<file path="src/sv/sbbr_window.sv">
// Pixel delay line memory: one write port, one read port with registered data.
// Depends on nothing.
`timescale 1ns / 1ps

module sbbr_window #(
    parameter int DEPTH = 63,
    parameter int WIDTH = 48,
    parameter int AW    = 6
) (
    input  logic             clk,
    input  logic             we,
    input  logic [AW-1:0]    waddr,
    input  logic [WIDTH-1:0] wdata,
    input  logic             re,
    input  logic [AW-1:0]    raddr,
    output logic [WIDTH-1:0] rdata
);

    logic [WIDTH-1:0] mem [DEPTH];
    logic [WIDTH-1:0] rdata_reg;

    // Read returns the old entry when the same address is written
    always_ff @(posedge clk)
    begin
        if (we)
        begin
            mem[waddr] <= wdata;
        end
        if (re)
        begin
            rdata_reg <= mem[raddr];
        end
    end

    assign rdata = rdata_reg;

endmodule

</file>
<file path="config.mk">
export PLATFORM = sky130hd
export DESIGN_NAME = sbbr_window
export DESIGN_NICKNAME = d
export VERILOG_FILES = /design/src/sv/sbbr_window.sv
export SDC_FILE = /design/constraint.sdc
export NUM_CORES = 2
export LEC_CHECK = 0
export BUFFER_PORTS_ARGS = -buffer_cell sky130_fd_sc_hd__buf_2
export CAP_MARGIN = 20
export CORE_MARGIN = 2
export CORE_UTILIZATION = 40
export CTS_CLUSTER_SIZE = 20
export DETAILED_ROUTE_END_ITERATION = 10
export GPL_TIMING_DRIVEN = 0
export HOLD_SLACK_MARGIN = 0.05
export PLACE_DENSITY = 0.61
export SLEW_MARGIN = 0
export SYNTH_ARGS = -nofsm -noshare
export SYNTH_HDL_FRONTEND = slang
export SYNTH_SLANG_ARGS = --single-unit
export TNS_END_PERCENT = 1
</file>
<file path="constraint.sdc">
create_clock -name clk -period 5.15 [get_ports clk]
set_clock_uncertainty 0.1 [all_clocks]
set_input_delay 1.03 -clock clk [delete_from_list [all_inputs] [get_ports clk]]
set_output_delay 1.03 -clock clk [all_outputs]
set_load 0.005 [all_outputs]
</file>
==> impl_metrics.prom <==
# TYPE chip_impl_metric gauge
chip_impl_metric{name="async_flop_share",unit=""} 0
chip_impl_metric{name="timing.max_cap.violations",unit=""} 0
chip_impl_metric{name="place_hpwl",unit="mm"} 254
chip_impl_info{name="largest_area_contributor_in_the_netlist",value="sky130_fd_sc_hd__edfxtp_1"} 1
chip_impl_metric{name="max_rail_drop_vdd",unit="mV"} 0.231
chip_impl_metric{name="wl_per_cell",unit="um"} 37.0
chip_impl_metric{name="syn-cell-area",unit="mm^2"} 0.118
chip_impl_info{name="crit_family",value="buffers and inverters"} 1
chip_impl_metric{name="timing.reg2reg.setup_slack",unit="ns"} 2.17
chip_impl_metric{name="critical_path_at",unit="ns"} 5.34
chip_impl_metric{name="post_cts_hold_buffer_count",unit=""} 0
chip_impl_metric{name="die-height",unit="um"} 548
chip_impl_metric{name="share_of_final_layout_standard_cells_stronger_than_drive_strength_1",unit=""} 0.286
chip_impl_metric{name="final.period_utilization",unit=""} 0.946
chip_impl_info{name="critical_path.endpoint",value="rdata[36]"} 1
chip_impl_info{name="unrepaired_setup_endpoints_after_global_routing",value="no"} 1
chip_impl_metric{name="global_route_wire_length_before_repair",unit="mm"} 501
chip_impl_metric{name="grt_antenna_before_repair",unit=""} 36
chip_impl_metric{name="row_count",unit=""} 199
chip_impl_metric{name="synth_sequential_area_ratio",unit=""} 0.779
chip_impl_info{name="synth_top_flop_cell",value="sky130_fd_sc_hd__edfxtp_1"} 1
chip_impl_metric{name="cts_bufs_inserted",unit=""} 312
chip_impl_metric{name="firstDrtPassIters",unit=""} 6
chip_impl_info{name="ys_top_cells_by_area",value="sky130_fd_sc_hd__edfxtp_1 78%, sky130_fd_sc_hd__mux4_2 12%, sky130_fd_sc_hd__mux2i_1 3.0%, sky130_fd_sc_hd__mux2_2 0.76%, sky130_fd_sc_hd__buf_6 0.49%"} 1
chip_impl_info{name="netlist_top_cells_count",value="3,072 x sky130_fd_sc_hd__edfxtp_1, 649 x sky130_fd_sc_hd__mux4_2, 357 x sky130_fd_sc_hd__mux2i_1"} 1
chip_impl_metric{name="avgSynthCellArea",unit="um^2"} 22.4
chip_impl_metric{name="tightest_pin_transition",unit="ns"} 1.28
chip_impl_metric{name="power.static_leakage",unit="nW"} 44.1
chip_impl_metric{name="ctsHtreeMaxLevel",unit=""} 5
chip_impl_metric{name="synth_cells",unit=""} 5289
chip_impl_metric{name="gr-total-overflow",unit=""} 0
chip_impl_info{name="worst-setup-path-type",value="in2reg"} 1
chip_impl_metric{name="finalPower",unit="W"} 0.0531
chip_impl_metric{name="design.final.nets",unit=""} 5985
chip_impl_info{name="r2r-start",value="mem[19][38]"} 1
chip_impl_metric{name="totalWireLength",unit="mm"} 373
chip_impl_metric{name="finalMaxSlewViolations",unit=""} 0
chip_impl_metric{name="finalWorstPathRequiredPeriod",unit="ns"} 4.87
chip_impl_metric{name="ys_ff_latch",unit=""} 3072
chip_impl_metric{name="timing.critical_path.required",unit="ns"} 5.62
chip_impl_info{name="reg2reg_to",value="rdata[38]"} 1
chip_impl_info{name="setup.worst_path.start_class",value="primary input"} 1
chip_impl_metric{name="path_max_fanout",unit=""} 10
chip_impl_info{name="crit_path_start",value="raddr[5]"} 1
chip_impl_metric{name="area_growth_syn_to_layout",unit="%"} 17.0
chip_impl_info{name="clock-root-buffer",value="sky130_fd_sc_hd__clkbuf_16"} 1
chip_impl_metric{name="wp_buf_inv",unit=""} 4
chip_impl_metric{name="clock-sinks",unit=""} 3072
chip_impl_metric{name="insertion_delay",unit="ns"} 0.91
chip_impl_metric{name="setup_viol",unit=""} 0
chip_impl_info{name="outcome",value="complete, no violations"} 1
chip_impl_metric{name="maxSlewHeadroom",unit=""} 0.147
chip_impl_metric{name="flip_flop_count_of_the_largest_register_after_layout",unit=""} 3024
chip_impl_info{name="cp_endpoint_kind",value="flop"} 1
chip_impl_info{name="cts_tree",value="done"} 1
chip_impl_metric{name="io_pins",unit=""} 111
chip_impl_metric{name="fp.coreArea",unit="mm^2"} 0.294
chip_impl_metric{name="p_per_area",unit="mW/mm^2"} 383
chip_impl_metric{name="timing.fmax",unit="MHz"} 205
chip_impl_metric{name="cts_setup_buffers",unit=""} 0
chip_impl_metric{name="via_count_of_the_first_global_routing_pass",unit=""} 59536
chip_impl_metric{name="clkSlewWorstSetupHoldPaths",unit="ns"} 0.06
chip_impl_info{name="critPathMostFrequentCell",value="sky130_fd_sc_hd__clkbuf_1"} 1
chip_impl_info{name="worst_hold_path_type",value="in2reg"} 1
chip_impl_metric{name="place_congestion",unit=""} 0.875
chip_impl_metric{name="critPathMaxStageDelay",unit="ns"} 0.95
chip_impl_metric{name="yosys_warnings",unit=""} 0
chip_impl_metric{name="drt_first_iter_violations",unit=""} 9387
chip_impl_info{name="crit_slowest_cell",value="sky130_fd_sc_hd__a21oi_1"} 1
chip_impl_metric{name="timing.reg2reg.worst_path_depth",unit=""} 5
chip_impl_metric{name="synth.distinct_cells",unit=""} 45
chip_impl_info{name="crit_path_cell_trace",value="buf_2, clkbuf_1, nor2_1, clkbuf_1, clkbuf_1, nand2_1, a21oi_1, a21oi_1"} 1
chip_impl_metric{name="synth_top_area_share",unit=""} 0.779
chip_impl_metric{name="max-clock-path-buffers",unit=""} 4
chip_impl_metric{name="vias_per_cell",unit=""} 6.07
chip_impl_info{name="library_cell_with_the_highest_instance_count_after_synthesis",value="sky130_fd_sc_hd__edfxtp_1"} 1
chip_impl_metric{name="detail_route.drc_violations",unit=""} 0
chip_impl_metric{name="non_filler_instance_count_after_layout",unit=""} 10088
chip_impl_metric{name="dpl.cell_count",unit=""} 9497
chip_impl_metric{name="cts_resizes",unit=""} 0
chip_impl_metric{name="final_antenna_net_count",unit=""} 0
chip_impl_metric{name="port-buffer-count",unit=""} 101
chip_impl_metric{name="die-width",unit="um"} 548
chip_impl_metric{name="dieArea",unit="mm^2"} 0.300
chip_impl_metric{name="finalHoldViolCount",unit=""} 0
chip_impl_metric{name="syn_nets",unit=""} 5352
chip_impl_metric{name="start_util",unit=""} 0.402
chip_impl_metric{name="grt_start_max_net_pins",unit=""} 64
chip_impl_metric{name="cp_num_cells",unit=""} 8
chip_impl_metric{name="num_vias",unit=""} 61229
chip_impl_metric{name="track_usage",unit=""} 0.244
chip_impl_metric{name="synth_enable_flop_cells",unit=""} 3072
==> logic make-up (layout without fill, tap and decap cells) <==
| logic type | Yosys count | in the layout | synth area share |
|---|---|---|---|
| flops | 3072 | 3072 | 0.779 |
| mux | 1086 | 1086 | 0.161 |
| compound gates | 445 | 445 | 0.0267 |
| simple gates | 376 | 376 | 0.0149 |
| buf+inv | 310 | 1182 | 0.0176 |
| other cells | 0 | 8 | 0 |
==> final cells by class <==
cell class	count	area [um^2]
clock inverter	180	1600
fill	23721	156000
buffer	309	2090
sequential	3072	92200
inverter	1	3.75
timing repair buffer	319	4900
clock buffer	373	8160
multi-input combinational	1907	24500
tap	3919	4900
antenna	8	20.0
==> cells in the final DEF, fill, tap and decap left out, drive strengths merged, types with 8 or more instances in the layout <==
master	Yosys	routed
mux2i	357	357
bufinv	0	22
a32oi	11	11
nand2b	29	29
a22oi	58	58
edfxtp	3072	3072
a221o	12	12
o221a	12	12
nor2	84	84
nand3	17	17
diode	0	8
buf	222	541
o221ai	39	39
o211ai	41	41
nor2b	28	28
mux2	80	80
a21oi	96	96
nor3	26	26
and2	22	22
a211o	13	13
clkbuf	87	460
a221oi	10	10
clkinv	1	135
o211a	15	15
nor4	12	12
o22ai	38	38
a211oi	38	38
o21ai	43	43
inv	0	9
mux4	649	649
clkinvlp	0	15
nand2	136	136
==> worst min-delay path by stage <==
stage | from | end | cells after the start
floorplan | mem[32][25] | rdata[25] | 4
global placement | mem[62][14] | rdata[14] | 5
detailed placement | mem[62][16] | rdata[16] | 5
CTS | wdata[42] | mem[20][42] | 1
global route | wdata[8] | mem[52][8] | 1
finish | wdata[1] | mem[26][1] | 1
==> worst register-to-register path, stage by stage, from the launching register on <==
cell and delay, ns:
sky130_fd_sc_hd__edfxtp_1 0.37, sky130_fd_sc_hd__mux4_2 0.55, sky130_fd_sc_hd__o221ai_1 0.52, sky130_fd_sc_hd__a31oi_1 0.08
sky130_fd_sc_hd__a21oi_1 0.87, sky130_fd_sc_hd__a21oi_1 0.19
==> routing by layer <==
layer | vias to the layer above | global-route usage | part of all wire
met3 | 791 | 0.0630 | 0.12
li1 | 23694 | - | -
met2 | 4032 | 0.378 | 0.46
met1 | 32698 | 0.327 | 0.37
met5 | - | 0 | 0.00024
met4 | 14 | 0.109 | 0.051
==> power by group <==
| group | internal (W) | switching (W) |
|---|---|---|
| Sequential | 0.0277 | 0.0000458 |
| Combinational | 0.00108 | 0.00217 |
| Clock | 0.0125 | 0.00959 |
| Total | 0.0413 | 0.0118 |
==> metrics by stage <==
step / util / setup TNS [ns] / setup WS [ns] / hold WS [ns] / instance area, um^2
global placement: 0.421 / -7898.00 / -5.76 / 0.951 / 124000
CTS: 0.469 / 0 / 0.624 / 0.449 / 138000
global route: 0.471 / 0 / 0.299 / 0.389 / 138000
detailed placement: 0.435 / -1.40 / -0.311 / 0.971 / 128000
floorplan: - / -11.48 / -0.239 / 0.678 / 118000
finish: 0.471 / 0 / 0.276 / 0.387 / 138000
No activity file was read; power rests on OpenSTA's default activity.
