`src/sv/sbbr_pkg.sv`:
```
// Shared types and constants for the sliding box blur row filter.
// No dependencies; the config interface, lane, merge and top files refer to it by scoped names.
`timescale 1ns / 1ps

package sbbr_pkg;

    // Configuration register map
    localparam int CFG_IDX_W = 1;
    localparam logic [CFG_IDX_W-1:0] CFG_RADIUS = 1'b0;
    localparam logic [CFG_IDX_W-1:0] CFG_RECIP  = 1'b1;

    localparam int RADIUS_W = 5;
    localparam int RECIP_W  = 17;
    localparam int CFG_DATA_W = 17;
    localparam logic [RADIUS_W-1:0] RADIUS_RESET = 5'd1;
    localparam logic [RECIP_W-1:0]  RECIP_RESET  = 17'd21845;

    // Window length 2r+1 fits six bits for any five-bit radius
    localparam int N_W = RADIUS_W + 1;
    // Guard bits of a running sum over at most 63 pixels
    localparam int SUM_GUARD = 6;

    // Scaling: 1.16 reciprocal, round half up
    localparam int FRAC_BITS = 16;
    localparam int ROUND_HALF = 32768;

    // Sequencer states
    typedef enum logic [4:0] {
        S_IDLE  = 5'b00001,
        S_ACC   = 5'b00010,
        S_SCALE = 5'b00100,
        S_OUT   = 5'b01000,
        S_TREAD = 5'b10000
    } state_t;

    // Controls from the sequencer to each channel lane
    typedef struct packed {
        logic acc_en;
        logic first;
        logic use_edge;
        logic scale_en;
    } lane_ctrl_t;

    // Controls from the sequencer to the output merge stage
    typedef struct packed {
        logic load;
        logic err;
        logic last;
    } merge_ctrl_t;

endpackage

```
`src/sv/sbbr_lane.sv`:
```
// One color channel: running window sum, row edge pixel, reciprocal scaling.
// Depends on sbbr_pkg for the lane control struct and scaling constants.
`timescale 1ns / 1ps

module sbbr_lane #(
    parameter int CHANNEL_BITS = 16
) (
    input  logic                           clk,
    input  logic                           rst_n,
    input  sbbr_pkg::lane_ctrl_t           ctrl,
    input  logic [sbbr_pkg::N_W-1:0]       win_len,
    input  logic [sbbr_pkg::RECIP_W-1:0]   recip,
    input  logic [CHANNEL_BITS-1:0]        px,
    input  logic [CHANNEL_BITS-1:0]        old_px,
    output logic [CHANNEL_BITS-1:0]        value
);

    localparam int SW = CHANNEL_BITS + sbbr_pkg::SUM_GUARD;
    localparam int PW = SW + sbbr_pkg::RECIP_W;
    localparam int VW = PW - sbbr_pkg::FRAC_BITS;

    logic [SW-1:0]           sum_reg;
    logic [SW-1:0]           sum_next;
    logic [CHANNEL_BITS-1:0] edge_reg;
    logic [PW-1:0]           prod_reg;
    logic [CHANNEL_BITS-1:0] leaving;
    logic [PW-1:0]           rounded;
    logic [VW-1:0]           scaled;

    // Pick the pixel leaving the window: left edge copy or delay line
    assign leaving = ctrl.use_edge ? edge_reg : old_px;

    // Seed the sum with the row's first pixel, else slide it by one
    always_comb
    begin
        if (ctrl.first)
        begin
            sum_next = SW'(win_len) * SW'(px);
        end
        else
        begin
            sum_next = sum_reg + SW'(px) - SW'(leaving);
        end
    end

    // Hold the sum and the edge pixel
    always_ff @(posedge clk or negedge rst_n)
    begin
        if (!rst_n)
        begin
            sum_reg  <= '0;
            edge_reg <= '0;
        end
        else if (ctrl.acc_en)
        begin
            sum_reg <= sum_next;
            if (ctrl.first)
            begin
                edge_reg <= px;
            end
        end
    end

    // Multiply by the reciprocal
    always_ff @(posedge clk)
    begin
        if (ctrl.scale_en)
        begin
            prod_reg <= PW'(sum_reg) * PW'(recip);
        end
    end

    // Round half up, drop the fraction, saturate
    assign rounded = prod_reg + PW'(sbbr_pkg::ROUND_HALF);
    assign scaled  = rounded[PW-1:sbbr_pkg::FRAC_BITS];
    assign value   = (|scaled[VW-1:CHANNEL_BITS]) ? {CHANNEL_BITS{1'b1}}
                                                  : scaled[CHANNEL_BITS-1:0];

endmodule

```
`config.mk`:
```
export PLATFORM = sky130hd
export DESIGN_NAME = sbbr_lane
export DESIGN_NICKNAME = d
export VERILOG_FILES = /design/src/sv/sbbr_pkg.sv /design/src/sv/sbbr_lane.sv
export SDC_FILE = /design/constraint.sdc
export NUM_CORES = 1
export LEC_CHECK = 0
export ABC_AREA = 1
export BUFFER_PORTS_ARGS = -buffer_cell sky130_fd_sc_hd__buf_4
export CORE_UTILIZATION = 60
export CTS_CLUSTER_SIZE = 20
export DETAILED_ROUTE_END_ITERATION = 6
export PLACE_DENSITY = 0.78
export SLEW_MARGIN = 0
export SYNTH_ARGS = -nofsm -noshare
export SYNTH_HDL_FRONTEND = slang
export SYNTH_SLANG_ARGS = --single-unit
```
`constraint.sdc`:
```
create_clock -name clk -period 6.9 [get_ports clk]
set_clock_uncertainty 0.05 [all_clocks]
set_input_delay 1.38 -clock clk [delete_from_list [all_inputs] [get_ports clk]]
set_output_delay 1.38 -clock clk [all_outputs]
set_load 0.005 [all_outputs]
```
==> metrics, run 1 <==
Tot GR Track Use 0.3235; Final nets 3471; max-cap viol count 0; dpl hpwl 44790 microns; EDFF count, synth 24; CP Capture Type flop; setup repair bufs after CTS 0; Fill cells slightly above 3000; later-pin clock latency in the skew report 370 ps; fmax 149.2 MHz; critical path's most frequent cell fa_1; critical path, cell by cell buf_4 > nand2_1 > fa_1 > inv_1 > fa_1 > inv_1 > fa_1 > inv_1 > fa_1 > fa_1 > inv_1 > fa_1 > inv_1 > ha_1 > a21oi_1 > o21ai_0 > a21oi_1 > nor2_1 > nor3_1 > nand2_1 > nand2_1 > nand2_1; final cell count without fillers about 3300; CTS Hold Bufs 0; antenna violations before repair 1; CTS resizes 0; core area about 0.034 sq mm; vias 17930; final-report hold violation count 0; # DRC 0; library cells used by synthesis 47; Tmin final between 6000 and 7000 ps; FF+latch count, synth 62; CP Data Required Time 6980 ps; RSZ-0062 raised after global routing false; syn_nets approximately 3500; sequential area share after synthesis 0.08046; global-route met3 utilization 0.04904; ys flop type dfrtp_1; final slew viol count 0; Die Area 0.03537 sq mm; area leader, netlist fa_1; Synthesis Warnings 0; Final Instance Area around 0.022 sq mm; vias in the first global route 18540; GR met2 Demand/Resource 0.5393; CTS Sinks 62; CTS tree done; cts bufs inserted 9; slowest stage cell, crit path fa_1; CP Buf/Inv Count 6; post-route ant nets 0; H-tree depth 3; remaining global-route overflow 0; drt first pass iters 7; area grow syn2layout 5.427%; Worst setup SP type input pin; post-synth top area share 0.3565; Initial Util 0.6149; worst-margin pin slew approximately 1200 ps; Top delay family on crit path adder cells; count leader, synth nand2_1; Root Buffer clkbuf_16; Die Y 188.1 microns; Post-synth top cells nand2_1 (863), inv_1 (798), fa_1 (370); Placed Area 0.02159 sq mm; Crit Path Max Fanout 22; Avg WL per Cell 16.03 microns; gr busiest metal met2; Ports 77; ANT cells 0; Placed Instances 3313; CP arrival 6780 ps; Synth Cell Area 0.02077 sq mm; share of post-route cells with drive strength above 1 0.05486; IO Port Bufs 76; HP Class reg2reg; Clk pin slew, worst setup/hold paths roughly 70 ps; clock tree buffer depth 2; initial DRC count 1270; # rows 67; GR Util met1 0.4315; final period utilization 0.9712; hold slack 430.2 ps; Setup Viol. Count Final 0; max reg flops 24; outcome finished clean; average size of a mapped cell 7.214 sq um; Routed WL ~53000 microns; top cells by area, synth fa_1 (36%), nand2_1 (16%), inv_1 (14%), ha_1 (9.9%), dfrtp_1 (4.6%); routability cong. 0.9283; Post-Synthesis Cells ~2900; vias per cell 5.387; first-pass GRT wire length 90500 microns; CP Class in2reg; Die X 188.1 microns; ys async rst share 0.6129; largest net degree at the start of global routing 39; Critical Path Max Stage Delay 560 ps; Max-slew headroom 0.2150
==> metal layers <==
layer / wire length (microns) / up-vias
met2: 25010 / 698
met3: 4250 / 130
met4: 1666 / 2
met1: 22410 / 8748
met5: 8 / -
li1: - / 8349
==> worst paths after layout <==
| path | from | end | slack [ps] | cells past startpoint |
|---|---|---|---|---|
| worst max register to register | sum_reg[17] | prod_reg[31] | 550 | 21 |
| worst min-delay path | edge_reg[2] | edge_reg[2] | 430 | 2 |
| max in group asynchronous | rst_n | sum_reg[0] | 5420 | 1 |
| worst min register to register | edge_reg[2] | edge_reg[2] | 430 | 2 |
| min in group asynchronous | rst_n | sum_reg[20] | 950 | 1 |
| worst max-delay path | recip[2] | prod_reg[31] | 200 | 22 |
==> cells in the final DEF (no fill, tap or decap), types with 38 or more instances in the layout <==
cell / n
a21oi_1: 84
buf_4: 89
dfrtp_1: 38
fa_1: 370
ha_1: 164
inv_1: 798
nand2_1: 863
nand3_1: 83
nor2_1: 120
o21ai_0: 59
==> logic make-up (layout without fill, tap and decap cells) <==
logic type                 after synthesis  count (layout)  share of synthesized area
and+or+nand+nor                       1150            1150                     0.2285
buffers and inverters                  906             906                     0.1648
DFF                                     62              62                    0.08046
AOI/OAI and AO/OA                      174             174                    0.04571
muxes                                   17              17                   0.009214
xor gates and xnor gates                37              37                    0.01596
adders and majority gates              534             534                     0.4553
==> tightest hold or removal path, cell delays in order, from the launching register on <==
cell	delay, ps
dfrtp_1	340
nand2_1	50
o21ai_0	60
==> layout make-up <==
type / count / area, sq um / share of cell area
flip-flops and latches: 62 / 1672 / 0.07632
inverters: 802 / 3010 / 0.1374
repair buffers: 89 / 668.1 / 0.03051
clock buffers: 14 / 306.5 / 0.01400
multi-input cells: 1912 / 15680 / 0.7159
well taps: 448 / 560.5 / 0.02559
clock inverters: 1 / 6.256 / 0.0002856
==> through the flow <==
| stage | worst slack [ps] | TNS [ps] | utilization |
|---|---|---|---|
| 2_1_floorplan | 484.0 | 0 | - |
| 3_3_place_gp | -87.43 | -87.43 | 0.6391 |
| 3_5_place_dp | -106.0 | -106.0 | 0.6391 |
| 4_1_cts | 294.1 | 0 | 0.6483 |
| 5_1_grt | 8.317 | 0 | 0.6483 |
| 6_report | 198.6 | 0 | 0.6483 |
Power of run 1 is left out: the tool's default activity adds up to more than one toggle a clock period on the data nets, which glitch-free logic cannot reach.
==> run 2: changes to the inputs <==
--- a/config.mk
+++ b/config.mk
@@ -7,6 +7,7 @@
 export LEC_CHECK = 0
 export ABC_AREA = 1
 export BUFFER_PORTS_ARGS = -buffer_cell sky130_fd_sc_hd__buf_4
+export CORE_ASPECT_RATIO = 0.75
 export CORE_UTILIZATION = 60
 export CTS_CLUSTER_SIZE = 20
 export DETAILED_ROUTE_END_ITERATION = 6
==> run 2 against run 1 <==
  * Critical path depth is 1 lower
  * Clock-buffer cell count is 4 lower
  * Register-to-register slack better by 20 ps
  * Global-route usage is 1.4 points higher
  * Wire length is 4.3% higher
  * Sequential cell count stayed put
  * Highest routed layer is now met4
==> metrics, run 2 (synthesis gave the netlist of run 1 again) <==
Clk pin slew, worst setup/hold paths 60 ps (about the same); worst-margin pin slew 1212 ps (+37.47 ps); Fill cells 3018 (-0.17%); share of post-route cells with drive strength above 1 0.05654 (+0.001677); vias per cell 5.384 (about the same); Setup Viol. Count Final 0 (unchanged); Tmin final 6602 ps (-99.14 ps); ANT cells 0 (unchanged); largest net degree at the start of global routing 39 (unchanged); Worst setup SP type input pin; Tot GR Track Use 0.3371 (+0.01362); Ports 77 (unchanged); CP Data Required Time 6960 ps (-20 ps); CTS Sinks 62 (unchanged); antenna violations before repair 0 (-1); max reg flops 24 (unchanged); CP Class in2reg; CTS tree done; Root Buffer clkbuf_16; core area 0.03382 sq mm (about the same); vias in the first global route 17880 (-3.6%); final period utilization 0.9569 (-0.01437); Max-slew headroom 0.1899 (-0.02504); RSZ-0062 raised after global routing false; max-cap viol count 0 (unchanged); dpl hpwl 47100 microns (+5.1%); fmax 151.5 MHz (+1.5%); outcome finished clean; vias 17950 (+0.11%); Routed WL 55650 microns (+4.3%); post-route ant nets 0 (unchanged); clock tree buffer depth 2 (unchanged); final setup TNS 0 ps (unchanged); IO Port Bufs 76 (unchanged); # rows 58 (-13%); first-pass GRT wire length 92300 microns (+2.0%); CP Capture Type flop; remaining global-route overflow 0 (unchanged); initial DRC count 1753 (+38%); area grow syn2layout 5.336% (about the same); setup repair bufs after CTS 0 (unchanged); Die X 216.9 microns (+15%); leading cell types in the layout, fill and taps excluded nand2_1 (863), inv_1 (798), fa_1 (370); Crit Path Max Fanout 22 (unchanged); Initial Util 0.6143 (about the same); later-pin clock latency in the skew report 360 ps (about the same); final-report hold violation count 0 (unchanged); Die Area 0.03538 sq mm (about the same); CP arrival 6660 ps (-120 ps); # DRC 0 (unchanged); HP Class reg2reg; final slew viol count 0 (unchanged); cts bufs inserted 9 (unchanged); H-tree depth 3 (unchanged); Die Y 163.1 microns (-13%); Avg WL per Cell 16.70 microns (+4.2%); routability cong. 0.9307 (+0.26%); drt first pass iters 6 (-1); most common cell after layout, fill and taps aside nand2_1; Final nets 3473 (+0.058%)
run 2: stage by stage:
stage	area [sq um]	hold slack [ps]	setup WS, ps	instances	utilization
after CTS	21870	438.8	301.4	3333	0.6468
after global routing	21880	465.1	34.12	3333	0.6471
after detailed placement	21610	424.3	-63.94	3317	0.6389
after global placement	21610	411.0	-25.86	3317	0.6389
after floorplan	20770	397.6	484.0	2880	-
final	21880	439.4	297.7	3333	0.6471
run 2: what timing repair did:
item	in CTS	in global routing
setup endpoints to repair	0	2
hold buffers	0	0
gates resized for setup	0	2
run 2: critical path: stages:
cell and delay, ps:
buf_4 250, nand2_1 120, fa_1 560, inv_1 70, fa_1 540, inv_1 60, fa_1 520, inv_1 60
fa_1 460, fa_1 510, inv_1 40, fa_1 480, inv_1 50, ha_1 340, a21oi_1 110, o21ai_0 430
a21oi_1 80, nand2_1 290, nand2_1 120, nand3_1 80, nand2_1 90
run 2: area by class of cell:
class	instances	area [sq um]	share of cell area
Sequential cell	62	1672	0.07639
Clock inverter	6	38.79	0.001772
Multi-Input combinational cell	1912	15690	0.7169
Clock buffer	10	229.0	0.01046
Tap cell	450	563.0	0.02573
Timing Repair Buffer	91	683.2	0.03122
Inverter	802	3010	0.1376
run 2: final timing paths:
check / startpoint / endpoint / slack, ps / depth (start not counted)
max in group asynchronous: rst_n / edge_reg[3] / 5410 / 1
min reg2reg: edge_reg[15] / edge_reg[15] / 440 / 2
min: edge_reg[15] / edge_reg[15] / 440 / 2
max reg2reg: sum_reg[11] / prod_reg[27] / 570 / 20
min in group asynchronous: rst_n / sum_reg[21] / 950 / 1
max: recip[2] / prod_reg[27] / 300 / 21
run 2: routing by layer:
metal | global-route usage | part of all wire
met1 | 0.5014 | 0.45
met2 | 0.5015 | 0.42
met3 | 0.07151 | 0.11
met4 | 0.08099 | 0.019
met5 | 0 | 0
Power of run 2 is left out for the same reason.
