### src/sv/sbbr_pkg.sv
// Shared types and constants for the sliding box blur row filter.
// No dependencies; the config interface, lane, merge and top files refer to it by scoped names.
`timescale 1ns / 1ps

package sbbr_pkg;

    // Configuration register map
    localparam int CFG_IDX_W = 1;
    localparam logic [CFG_IDX_W-1:0] CFG_RADIUS = 1'b0;
    localparam logic [CFG_IDX_W-1:0] CFG_RECIP  = 1'b1;

    localparam int RADIUS_W = 5;
    localparam int RECIP_W  = 17;
    localparam int CFG_DATA_W = 17;
    localparam logic [RADIUS_W-1:0] RADIUS_RESET = 5'd1;
    localparam logic [RECIP_W-1:0]  RECIP_RESET  = 17'd21845;

    // Window length 2r+1 fits six bits for any five-bit radius
    localparam int N_W = RADIUS_W + 1;
    // Guard bits of a running sum over at most 63 pixels
    localparam int SUM_GUARD = 6;

    // Scaling: 1.16 reciprocal, round half up
    localparam int FRAC_BITS = 16;
    localparam int ROUND_HALF = 32768;

    // Sequencer states
    typedef enum logic [4:0] {
        S_IDLE  = 5'b00001,
        S_ACC   = 5'b00010,
        S_SCALE = 5'b00100,
        S_OUT   = 5'b01000,
        S_TREAD = 5'b10000
    } state_t;

    // Controls from the sequencer to each channel lane
    typedef struct packed {
        logic acc_en;
        logic first;
        logic use_edge;
        logic scale_en;
    } lane_ctrl_t;

    // Controls from the sequencer to the output merge stage
    typedef struct packed {
        logic load;
        logic err;
        logic last;
    } merge_ctrl_t;

endpackage

### src/sv/sbbr_res_if.sv
// Result request channel: valid/ready handshake with blurred RGB and status flags.
// Depends on nothing; width set by its parameter.
`timescale 1ns / 1ps

interface sbbr_res_if #(
    parameter int CHANNEL_BITS = 16
);
    logic                    valid;
    logic                    ready;
    logic [CHANNEL_BITS-1:0] out_red;
    logic [CHANNEL_BITS-1:0] out_green;
    logic [CHANNEL_BITS-1:0] out_blue;
    logic                    run_last;
    logic                    short_row;

    modport source (output valid, out_red, out_green, out_blue, run_last, short_row,
                    input ready);
    modport sink   (input valid, out_red, out_green, out_blue, run_last, short_row,
                    output ready);
endinterface

### src/sv/sbbr_merge.sv
// Output stage: merges the three lane results and flags into one result register.
// Depends on sbbr_pkg for the merge control struct and on sbbr_res_if.
`timescale 1ns / 1ps

module sbbr_merge #(
    parameter int CHANNEL_BITS = 16
) (
    input  logic                    clk,
    input  logic                    rst_n,
    input  sbbr_pkg::merge_ctrl_t   ctrl,
    input  logic [CHANNEL_BITS-1:0] red,
    input  logic [CHANNEL_BITS-1:0] green,
    input  logic [CHANNEL_BITS-1:0] blue,
    output logic                    slot_free,
    sbbr_res_if.source              res
);

    logic                    valid_reg;
    logic [CHANNEL_BITS-1:0] red_reg;
    logic [CHANNEL_BITS-1:0] green_reg;
    logic [CHANNEL_BITS-1:0] blue_reg;
    logic                    last_reg;
    logic                    short_reg;

    assign slot_free = !valid_reg || res.ready;

    // Hold the request until taken
    always_ff @(posedge clk or negedge rst_n)
    begin
        if (!rst_n)
        begin
            valid_reg <= 1'b0;
        end
        else if (ctrl.load)
        begin
            valid_reg <= 1'b1;
        end
        else if (res.ready)
        begin
            valid_reg <= 1'b0;
        end
    end

    // Load the payload; a short row reports zeros
    always_ff @(posedge clk)
    begin
        if (ctrl.load)
        begin
            red_reg   <= ctrl.err ? '0 : red;
            green_reg <= ctrl.err ? '0 : green;
            blue_reg  <= ctrl.err ? '0 : blue;
            last_reg  <= ctrl.last;
            short_reg <= ctrl.err;
        end
    end

    assign res.valid     = valid_reg;
    assign res.out_red   = red_reg;
    assign res.out_green = green_reg;
    assign res.out_blue  = blue_reg;
    assign res.run_last  = last_reg;
    assign res.short_row = short_reg;

endmodule

### src/flat_wrapper.sv
// flat-port wrapper written by rule: the top's interface ports become plain ports
module sbbr_merge_flat 
#(
    parameter int CHANNEL_BITS = 16
)
  (clk, rst_n, ctrl, red, green, blue, slot_free, res_valid, res_out_red, res_out_green, res_out_blue, res_run_last, res_short_row, res_ready);
  sbbr_res_if #(.CHANNEL_BITS(CHANNEL_BITS)) res_i ();
  input  logic clk;
  input  logic rst_n;
  input  sbbr_pkg::merge_ctrl_t ctrl;
  input  logic [CHANNEL_BITS-1:0] red;
  input  logic [CHANNEL_BITS-1:0] green;
  input  logic [CHANNEL_BITS-1:0] blue;
  output logic slot_free;
  output wire logic [$bits(res_i.valid)-1:0] res_valid;
  output wire logic [$bits(res_i.out_red)-1:0] res_out_red;
  output wire logic [$bits(res_i.out_green)-1:0] res_out_green;
  output wire logic [$bits(res_i.out_blue)-1:0] res_out_blue;
  output wire logic [$bits(res_i.run_last)-1:0] res_run_last;
  output wire logic [$bits(res_i.short_row)-1:0] res_short_row;
  input wire logic [$bits(res_i.ready)-1:0] res_ready;
  assign res_valid = res_i.valid;
  assign res_out_red = res_i.out_red;
  assign res_out_green = res_i.out_green;
  assign res_out_blue = res_i.out_blue;
  assign res_run_last = res_i.run_last;
  assign res_short_row = res_i.short_row;
  assign res_i.ready = res_ready;
  sbbr_merge #(.CHANNEL_BITS(CHANNEL_BITS)) u_core (.clk(clk), .rst_n(rst_n), .ctrl(ctrl), .red(red), .green(green), .blue(blue), .slot_free(slot_free), .res(res_i));
endmodule
### config.mk
export PLATFORM = sky130hd
export DESIGN_NAME = sbbr_merge_flat
export DESIGN_NICKNAME = d
export VERILOG_FILES = /design/src/sv/sbbr_pkg.sv /design/src/sv/sbbr_res_if.sv /design/src/sv/sbbr_merge.sv /design/src/flat_wrapper.sv
export SDC_FILE = /design/constraint.sdc
export NUM_CORES = 1
export LEC_CHECK = 0
export BUFFER_PORTS_ARGS = -buffer_cell sky130_fd_sc_hd__buf_4
export CAP_MARGIN = 25
export CORE_MARGIN = 4
export CORE_UTILIZATION = 43
export CTS_BUF_LIST = sky130_fd_sc_hd__clkbuf_16
export CTS_CLUSTER_DIAMETER = 60
export CTS_CLUSTER_SIZE = 25
export DETAILED_ROUTE_END_ITERATION = 7
export PLACE_DENSITY = 0.88
export SLEW_MARGIN = 20
export SYNTH_ARGS = -nofsm -noshare
export SYNTH_HDL_FRONTEND = slang
export SYNTH_SLANG_ARGS = --single-unit
export TNS_END_PERCENT = 50
### constraint.sdc
create_clock -name clk -period 0.8 [get_ports clk]
set_input_delay 0.12 -clock clk [delete_from_list [all_inputs] [get_ports clk]]
set_output_delay 0.12 -clock clk [all_outputs]
set_load 0.02 [all_outputs]
==> results of run 1 <==
## report_power, final
group,switching (uW),internal [uW]
clock network,865,1460
logic,524,643
registers,117,3170
## cell families (layout without fill, tap and decap cells)
group                  after synthesis  count (layout)  synth area share (%)
AND/OR/NAND/NOR                     50              50                  16.6
flip-flops                          51              51                  81.1
buffers and inverters                5             119                  2.33
## area by class of cell
class                           instances  area (sq um)  area share (%)
Tap cell                               50          62.6            1.98
Timing Repair Buffer                  111          1080            34.2
Multi-Input combinational cell         50           320            10.1
Clock inverter                          3          41.3            1.31
Sequential cell                        51          1530            48.4
Clock buffer                            5           125            3.96
## per-layer routing
metal / track usage, % / part of all wire (%) / vias to the layer above
met5: 0 / 0 / -
li1: - / - / 589
met1: 22.0 / 36 / 601
met2: 33.0 / 51 / 92
met3: 5.54 / 12 / 11
met4: 6.44 / 1.6 / 0
## placed cells by master, fill, tap and decap left out, drive strengths merged
| cell | n |
|---|---|
| bufinv | 1 |
| nand2b | 2 |
| nor2b | 48 |
| edfxtp | 50 |
| inv | 1 |
| clkbuf | 5 |
| dlygate4sd3 | 1 |
| clkinvlp | 1 |
| buf | 110 |
| dfrtp | 1 |
## timing repair
action,CTS,global route
hold endpoints to repair,1,0
hold buffers,1,0
pin swaps,0,0
resized for setup,51,2
endpoints found under the setup margin,52,52
## final timing paths
path                             startpoint                  end  slack [ps]  depth (start not counted)
setup / recovery           u_core.res.valid            slot_free        -250                          2
min in group asynchronous             rst_n     u_core.res.valid         160                          2
hold reg to reg            u_core.res.valid     u_core.res.valid         580                          2
max in group asynchronous             rst_n     u_core.res.valid         550                          2
setup reg to reg           u_core.res.valid     u_core.res.valid         110                          2
hold / removal                      ctrl[0]  u_core.res.run_last          20                          1
## per-stage QoR
step	hold slack (ps)	setup TNS, ps	setup WS [ps]	util, %	area (sq um)
3_5_place_dp	-104	0	41.7	67.7	2790
4_1_cts	10.0	-7530	-221	76.6	3150
5_1_grt	8.38	-8590	-276	76.7	3160
3_3_place_gp	-105	0	71.6	67.7	2790
2_1_floorplan	-176	0	30.7	-	1890
6_report	17.7	-7490	-249	76.7	3160
## critical path, delay by kind of cell (launching register included)
kind                   cells  cell delay, ps
buffers and inverters      1             110
flip-flops                 1             440
AND/OR/NAND/NOR            1              90
==> impl_metrics.ini, run 1 <==
[run_status]
status = complete, but fails checks
violations = setup timing

[yosys]
ys_top_cells_by_count = 50 x edfxtp_1, 48 x nor2b_1, 3 x buf_6
synth_edf_count = 50
post-synth-top-area-fraction_pct = 79.7
syn_avg_cell_area_sq_um = 17.8
syn_area_sq_um = 1880
synthCells = 106
ys_seq_area_share_pct = 81.1
synth_area_leaders = edfxtp_1 80%, nor2b_1 16%, buf_6 1.8%, dfrtp_1 1.3%, nand2b_1 0.66%
syn-num-nets = 160
yosysTopAreaCell = edfxtp_1
synth_ff_type = edfxtp_1
synth_seq_cells = 51
ys.warnings.count = 0
netlist-cell-type-count = 6
synthArstFlopShare_pct = 1.96
yosysMostFrequentCell = edfxtp_1

[sta]
period_minus_slack_ps = 1050
clock_skew_ps = 0
period_share_pct = 131
tightestPinTransition_ps = 179
slew_headroom_pct = 88.1
max_freq_ghz = 0.953
setup_viol = 52
finalHoldViolCount = 0
drv_slew = 0
fin_ws_ps = -249
rsz0062_at_grt = true

[worst_setup_path]
arrival_ps = 930
crit_required_ps = 680
critPathCaptureType = primary output
crit_chain = nand2b_4, buf_6
slowest_delay_ps = 440
cp_max_fo = 2
cp-start-kind = register
cp_slowest_cell = dfrtp_2
critPathKind = reg2out

[clock_network]
clkSlewWorstSetupHoldPaths_ps = 70
clockRootBuffer = clkbuf_16
cts_max_level = 2
post_cts_buffers = 0
cts_buffers = 5
clock_latency_ps = 280
cts_sinks = 51
clockBufferDepth = 2
cts_tree = built

[power_and_ir_drop]
irDropWorstVdd_mv = 1.37
p_leak_uw = 0.00131
finalPower_uw = 6780
power_density_nw_per_um2 = 2150

[placement]
portBuffers = 105
place_inst = 261
dpl.hpwl_mm = 3.51
gp_congestion = 0.722

[detailed_routing]
wl_mm = 5.22
drc = 0
ant_nets = 0
drt_pass1_iterations = 4
dr.first_iter.drc_count = 151
vias = 1293
wl_per_cell_um = 19.3
routed_via_density = 4.79

[grt]
antenna_found_initial = 0
globalRouteOverflowTotal = 0
grt_max_degree = 31
grt_pass1_wl_mm = 7.31
grt_pass1_vias = 1358
grtUsageTotal_pct = 18.8

[final_layout]
n_antenna_cell = 0
nets = 273
fill_cells = 223
drive_above_1_share_pct = 54.1
layoutNonFillerInstCount = 270
area_delta_synth_final_pct = 67.7

[die]
num_rows = 23
design.die.area_sq_um = 5500
initial_core_util_pct = 45.8
die_x_um = 74.2
dieHeight_um = 74.2
io_pins = 106
coreArea_sq_um = 4120

[min_path]
hp-class = in2reg

[job]
cap_viol_max_count = 0
No activity file was read; power rests on OpenSTA's default activity.
==> run 2: changes to the inputs <==
--- a/config.mk
+++ b/config.mk
@@ -8,12 +8,12 @@
 export BUFFER_PORTS_ARGS = -buffer_cell sky130_fd_sc_hd__buf_4
 export CAP_MARGIN = 25
 export CORE_MARGIN = 4
-export CORE_UTILIZATION = 43
+export CORE_UTILIZATION = 40
 export CTS_BUF_LIST = sky130_fd_sc_hd__clkbuf_16
 export CTS_CLUSTER_DIAMETER = 60
 export CTS_CLUSTER_SIZE = 25
 export DETAILED_ROUTE_END_ITERATION = 7
-export PLACE_DENSITY = 0.88
+export PLACE_DENSITY = 0.84
 export SLEW_MARGIN = 20
 export SYNTH_ARGS = -nofsm -noshare
 export SYNTH_HDL_FRONTEND = slang
==> impl_metrics.ini, run 2 (synthesized netlist as in run 1, its figures left out) <==
[run_status]
status = complete, but fails checks
violations = setup timing

[die]
initial_core_util_pct = 42.4
io_pins = 106
dieHeight_um = 76.6
coreArea_sq_um = 4440
num_rows = 24
design.die.area_sq_um = 5870
die_x_um = 76.6

[final_layout]
nets = 273
layoutNonFillerInstCount = 272
fill_cells = 300
multi_input_area_sq_um = 320
drive_above_1_share_pct = 53.6
final_core_util_pct = 70.9
seq_area_sq_um = 1530
area_delta_synth_final_pct = 67.4
layout_commonest_cell = buf_4
mostFrequentLayoutCells = 55 x buf_4, 51 x buf_6, 50 x edfxtp_1, 48 x nor2b_1, 5 x clkbuf_16
n_antenna_cell = 0

[worst_setup_path]
r2r_end = u_core.res.valid
cp-start-kind = register
worstReg2RegStart = u_core.res.valid
reg2regPathDepth = 3
arrival_ps = 880
critPathKind = reg2out
cp_max_fo = 2
critPathCaptureType = primary output
rrSetupSlack_ps = 70
crit_required_ps = 680

[grt]
grt_pass1_vias = 1328
grtUsageTotal_pct = 16.1
antenna_found_initial = 0
grt_pass1_wl_mm = 7.04
grt_max_degree = 30
globalRouteOverflowTotal = 0

[clock_network]
clockRootBuffer = clkbuf_16
clkSlewWorstSetupHoldPaths_ps = 70
cts_buffers = 5
cts_max_level = 2
clock_latency_ps = 280
cts_sinks = 51
cts_tree = built
clockBufferDepth = 2

[sta]
tightestPinTransition_ps = 176
fin_ws_ps = -196
period_minus_slack_ps = 996
max_freq_ghz = 1.00
period_share_pct = 124
slew_headroom_pct = 88.2
finalHoldViolCount = 0
drv_slew = 0
setup_viol = 52
clock_skew_ps = 0
rsz0062_at_grt = true

[min_path]
whs_endpoint = u_core.res.run_last
min-delay-start = ctrl[0]
hp-class = in2reg
hold_depth = 1

[power_and_ir_drop]
power_density_nw_per_um2 = 2140
p_leak_uw = 0.00130
irDropWorstVdd_mv = 1.49

[detailed_routing]
routed_via_density = 4.42
drt_pass1_iterations = 2
wl_mm = 4.53
ant_nets = 0
vias = 1201
wl_per_cell_um = 16.7
drc = 0
dr.first_iter.drc_count = 54

[job]
cap_viol_max_count = 0

[placement]
portBuffers = 105
place_inst = 262
gp_congestion = 0.731
-- run 2: cell types whose count changed in the layout (fill, tap and decap cells not counted) --
cell,delta
buf_4,+1
buf_6,-1
clkinv_1,+1
clkinv_2,+1
clkinvlp_4,-1
dfrtp_1,+1
dfrtp_2,-1
inv_1,-1
-- run 2: what timing repair did --
item,in CTS,in global routing
setup endpoints to repair,52,52
hold endpoints to repair,1,0
hold buffers,1,0
pin swaps,0,0
buffers inserted,0,1
gates resized for setup,48,3
-- run 2: how the worst max path moves through the flow --
stage	start	to	cells after the start
6_report	u_core.res.valid	slot_free	2
5_1_grt	u_core.res.valid	slot_free	2
4_1_cts	u_core.res.valid	slot_free	2
3_5_place_dp	ctrl[2]	u_core.res.out_green[2]	2
3_3_place_gp	ctrl[2]	u_core.res.out_green[1]	2
2_1_floorplan	u_core.res.valid	u_core.res.valid	2
-- run 2: critical path: stages (launching register included) --
cell	delay, ps
dfrtp_1	400
nand2b_4	80
buf_6	110
-- run 2: report_power, final --
part	internal (uW)	switching (uW)
Sequential	3170	99.5
Clock	1460	864
Combinational	641	509
-- run 2: area by class of cell --
cell class	count	share of cell area (%)
clock buffers	5	3.97
multi-input cells	50	10.2
repair buffers	111	34.2
clock inverters	3	1.23
flip-flops and latches	51	48.4
well taps	52	2.06
-- run 2: stage by stage --
step	TNS, ps	setup slack [ps]	hold WS (ps)	instance area (sq um)	power (uW)
final	-7000	-196	14.0	3150	6740
after global routing	-8730	-226	3.71	3150	7000
after CTS	-7490	-209	4.63	3130	6780
after detailed placement	0	48.4	-103	2780	4320
after global placement	0	59.4	-105	2780	4280
after floorplan	0	30.7	-176	1890	3700
-- run 2: layer usage --
layer	routed length, um	global-route usage [%]	vias up
li1	-	-	592
met1	1490	15.4	545
met2	2630	31.2	60
met3	350	5.67	4
met4	51	5.98	0
met5	0	0	-
==> run 3: changes to the inputs <==
--- a/config.mk
+++ b/config.mk
@@ -7,9 +7,10 @@
 export LEC_CHECK = 0
 export BUFFER_PORTS_ARGS = -buffer_cell sky130_fd_sc_hd__buf_4
 export CAP_MARGIN = 25
+export CORE_ASPECT_RATIO = 1.4
 export CORE_MARGIN = 4
 export CORE_UTILIZATION = 40
-export CTS_BUF_LIST = sky130_fd_sc_hd__clkbuf_16
+export CTS_BUF_LIST = sky130_fd_sc_hd__clkbuf_8
 export CTS_CLUSTER_DIAMETER = 60
 export CTS_CLUSTER_SIZE = 25
 export DETAILED_ROUTE_END_ITERATION = 7
==> impl_metrics.ini, run 3 (synthesized netlist as in run 1, its figures left out) <==
[detailed_routing]
drt_pass1_iterations = 2
routed_via_density = 4.29
dr.first_iter.drc_count = 40
vias = 1218
drc = 0
wl_per_cell_um = 14.5
ant_nets = 0
wl_mm = 4.11

[run_status]
violations = setup timing
status = complete, but fails checks

[grt]
antenna_found_initial = 0
grtUsageTotal_pct = 14.3
grt_pass1_vias = 1249
grt_max_degree = 28
globalRouteOverflowTotal = 0
grt_pass1_wl_mm = 6.07

[worst_setup_path]
critPathCaptureType = primary output
slowest_delay_ps = 420
cp_slowest_cell = dfrtp_1
critPathLaunch = u_core.res.valid
critPathKind = reg2out
crit_chain = nand2b_4, buf_6
arrival_ps = 910
crit_required_ps = 680
cp_max_fo = 2
worstReg2RegStart = u_core.res.valid
cp-start-kind = register

[clock_network]
cts_tree = built
clockBufferDepth = 2
cts_max_level = 2
cts_sinks = 51
clockRootBuffer = clkbuf_8
cts_buffers = 5
clock_latency_ps = 290
clkSlewWorstSetupHoldPaths_ps = 90

[placement]
portBuffers = 105
dpl-instance-area_sq_um = 2790
place_inst = 272
gp_congestion = 0.742

[die]
dieHeight_um = 89.2
die_x_um = 66.0
initial_core_util_pct = 41.5
io_pins = 106
coreArea_sq_um = 4540
num_rows = 29
design.die.area_sq_um = 5880

[sta]
tightestPinTransition_ps = 137
rsz0062_at_grt = true
slew_headroom_pct = 90.9
setup_viol = 53
finalHoldViolCount = 0
whs_ps = 112
max_freq_ghz = 0.972
fin_ws_ps = -229
period_share_pct = 129
drv_slew = 0
clock_skew_ps = 0
period_minus_slack_ps = 1030

[min_path]
hp-class = in2reg
min-delay-start = ctrl[2]

[final_layout]
drive_above_1_share_pct = 53.6
fill_cells = 319
layout_commonest_cell = buf_4
nets = 275
multi_input_area_sq_um = 328
fin_area_sq_um = 3110
area_delta_synth_final_pct = 65.2
n_antenna_cell = 0
seq_area_sq_um = 1530
mostFrequentLayoutCells = 56 x buf_4, 51 x buf_6, 50 x edfxtp_1, 48 x nor2b_1, 5 x clkbuf_8
layoutNonFillerInstCount = 284

[power_and_ir_drop]
p_leak_uw = 0.00128
power_density_nw_per_um2 = 1860
irDropWorstVdd_mv = 1.14

[job]
cap_viol_max_count = 0
## run 3: changes by cell type in the layout (fill, tap and decap cells not counted), sizes merged
| cell | change |
|---|---|
| dlygate4sd3 | +1 |
| bufinv | -1 |
| buf | +1 |
| clkinvlp | +1 |
## run 3: repair_timing
| item | CTS | global route |
|---|---|---|
| hold endpoints to repair | 2 | 0 |
| endpoints found under the setup margin | 52 | 53 |
| resized for setup | 48 | 4 |
| hold buffers | 2 | 0 |
| setup buffers | 1 | 1 |
## run 3: layout make-up
cell class                      instances  area share, %
Clock buffer                            5           2.21
Timing Repair Buffer                  113           35.2
Tap cell                               62           2.49
Clock inverter                          3          0.483
Sequential cell                        51           49.1
Multi-Input combinational cell         50           10.5
## run 3: worst paths after layout
check                                           endpoint  slack [ps]  cells after the start
worst max-delay path                           slot_free        -230                      2
worst min-delay path            u_core.res.out_green[10]         110                      1
worst max register to register          u_core.res.valid         -50                      4
worst min register to register          u_core.res.valid         780                      4
max in group asynchronous               u_core.res.valid         590                      2
min in group asynchronous               u_core.res.valid         130                      2
## run 3: layer usage
| metal | track usage (%) | part of all wire [%] | up-vias |
|---|---|---|---|
| met3 | 3.77 | 6.4 | 8 |
| met2 | 27.2 | 60 | 47 |
| met1 | 14.0 | 30 | 569 |
| li1 | - | - | 594 |
| met4 | 7.39 | 2.6 | 0 |
| met5 | 0 | 0 | - |
## run 3: stage by stage
stage / power, uW / setup TNS [ps] / setup WS, ps / util (%)
after detailed placement: 4310 / 0 / 26.4 / 61.6
after CTS: 5800 / -8140 / -234 / 68.0
after floorplan: 3700 / 0 / 30.7 / -
after global routing: 6020 / -9830 / -279 / 68.6
after global placement: 4290 / 0 / 38.2 / 61.6
final: 5780 / -7750 / -229 / 68.6
## run 3: critical path, delay by kind of cell (launching register included)
| family | cells | cell delay (ps) |
|---|---|---|
| flip-flops | 1 | 420 |
| buffers and inverters | 1 | 110 |
| AND/OR/NAND/NOR | 1 | 90 |
## run 3: report_power, final
| part | leakage (uW) | total [uW] | switching (uW) | internal, uW |
|---|---|---|---|---|
| Sequential | 0.000493 | 3260 | 95.4 | 3170 |
| Combinational | 0.000745 | 1160 | 508 | 652 |
| Clock | 0.0000392 | 1360 | 764 | 594 |
| Total | 0.00128 | 5780 | 1370 | 4410 |
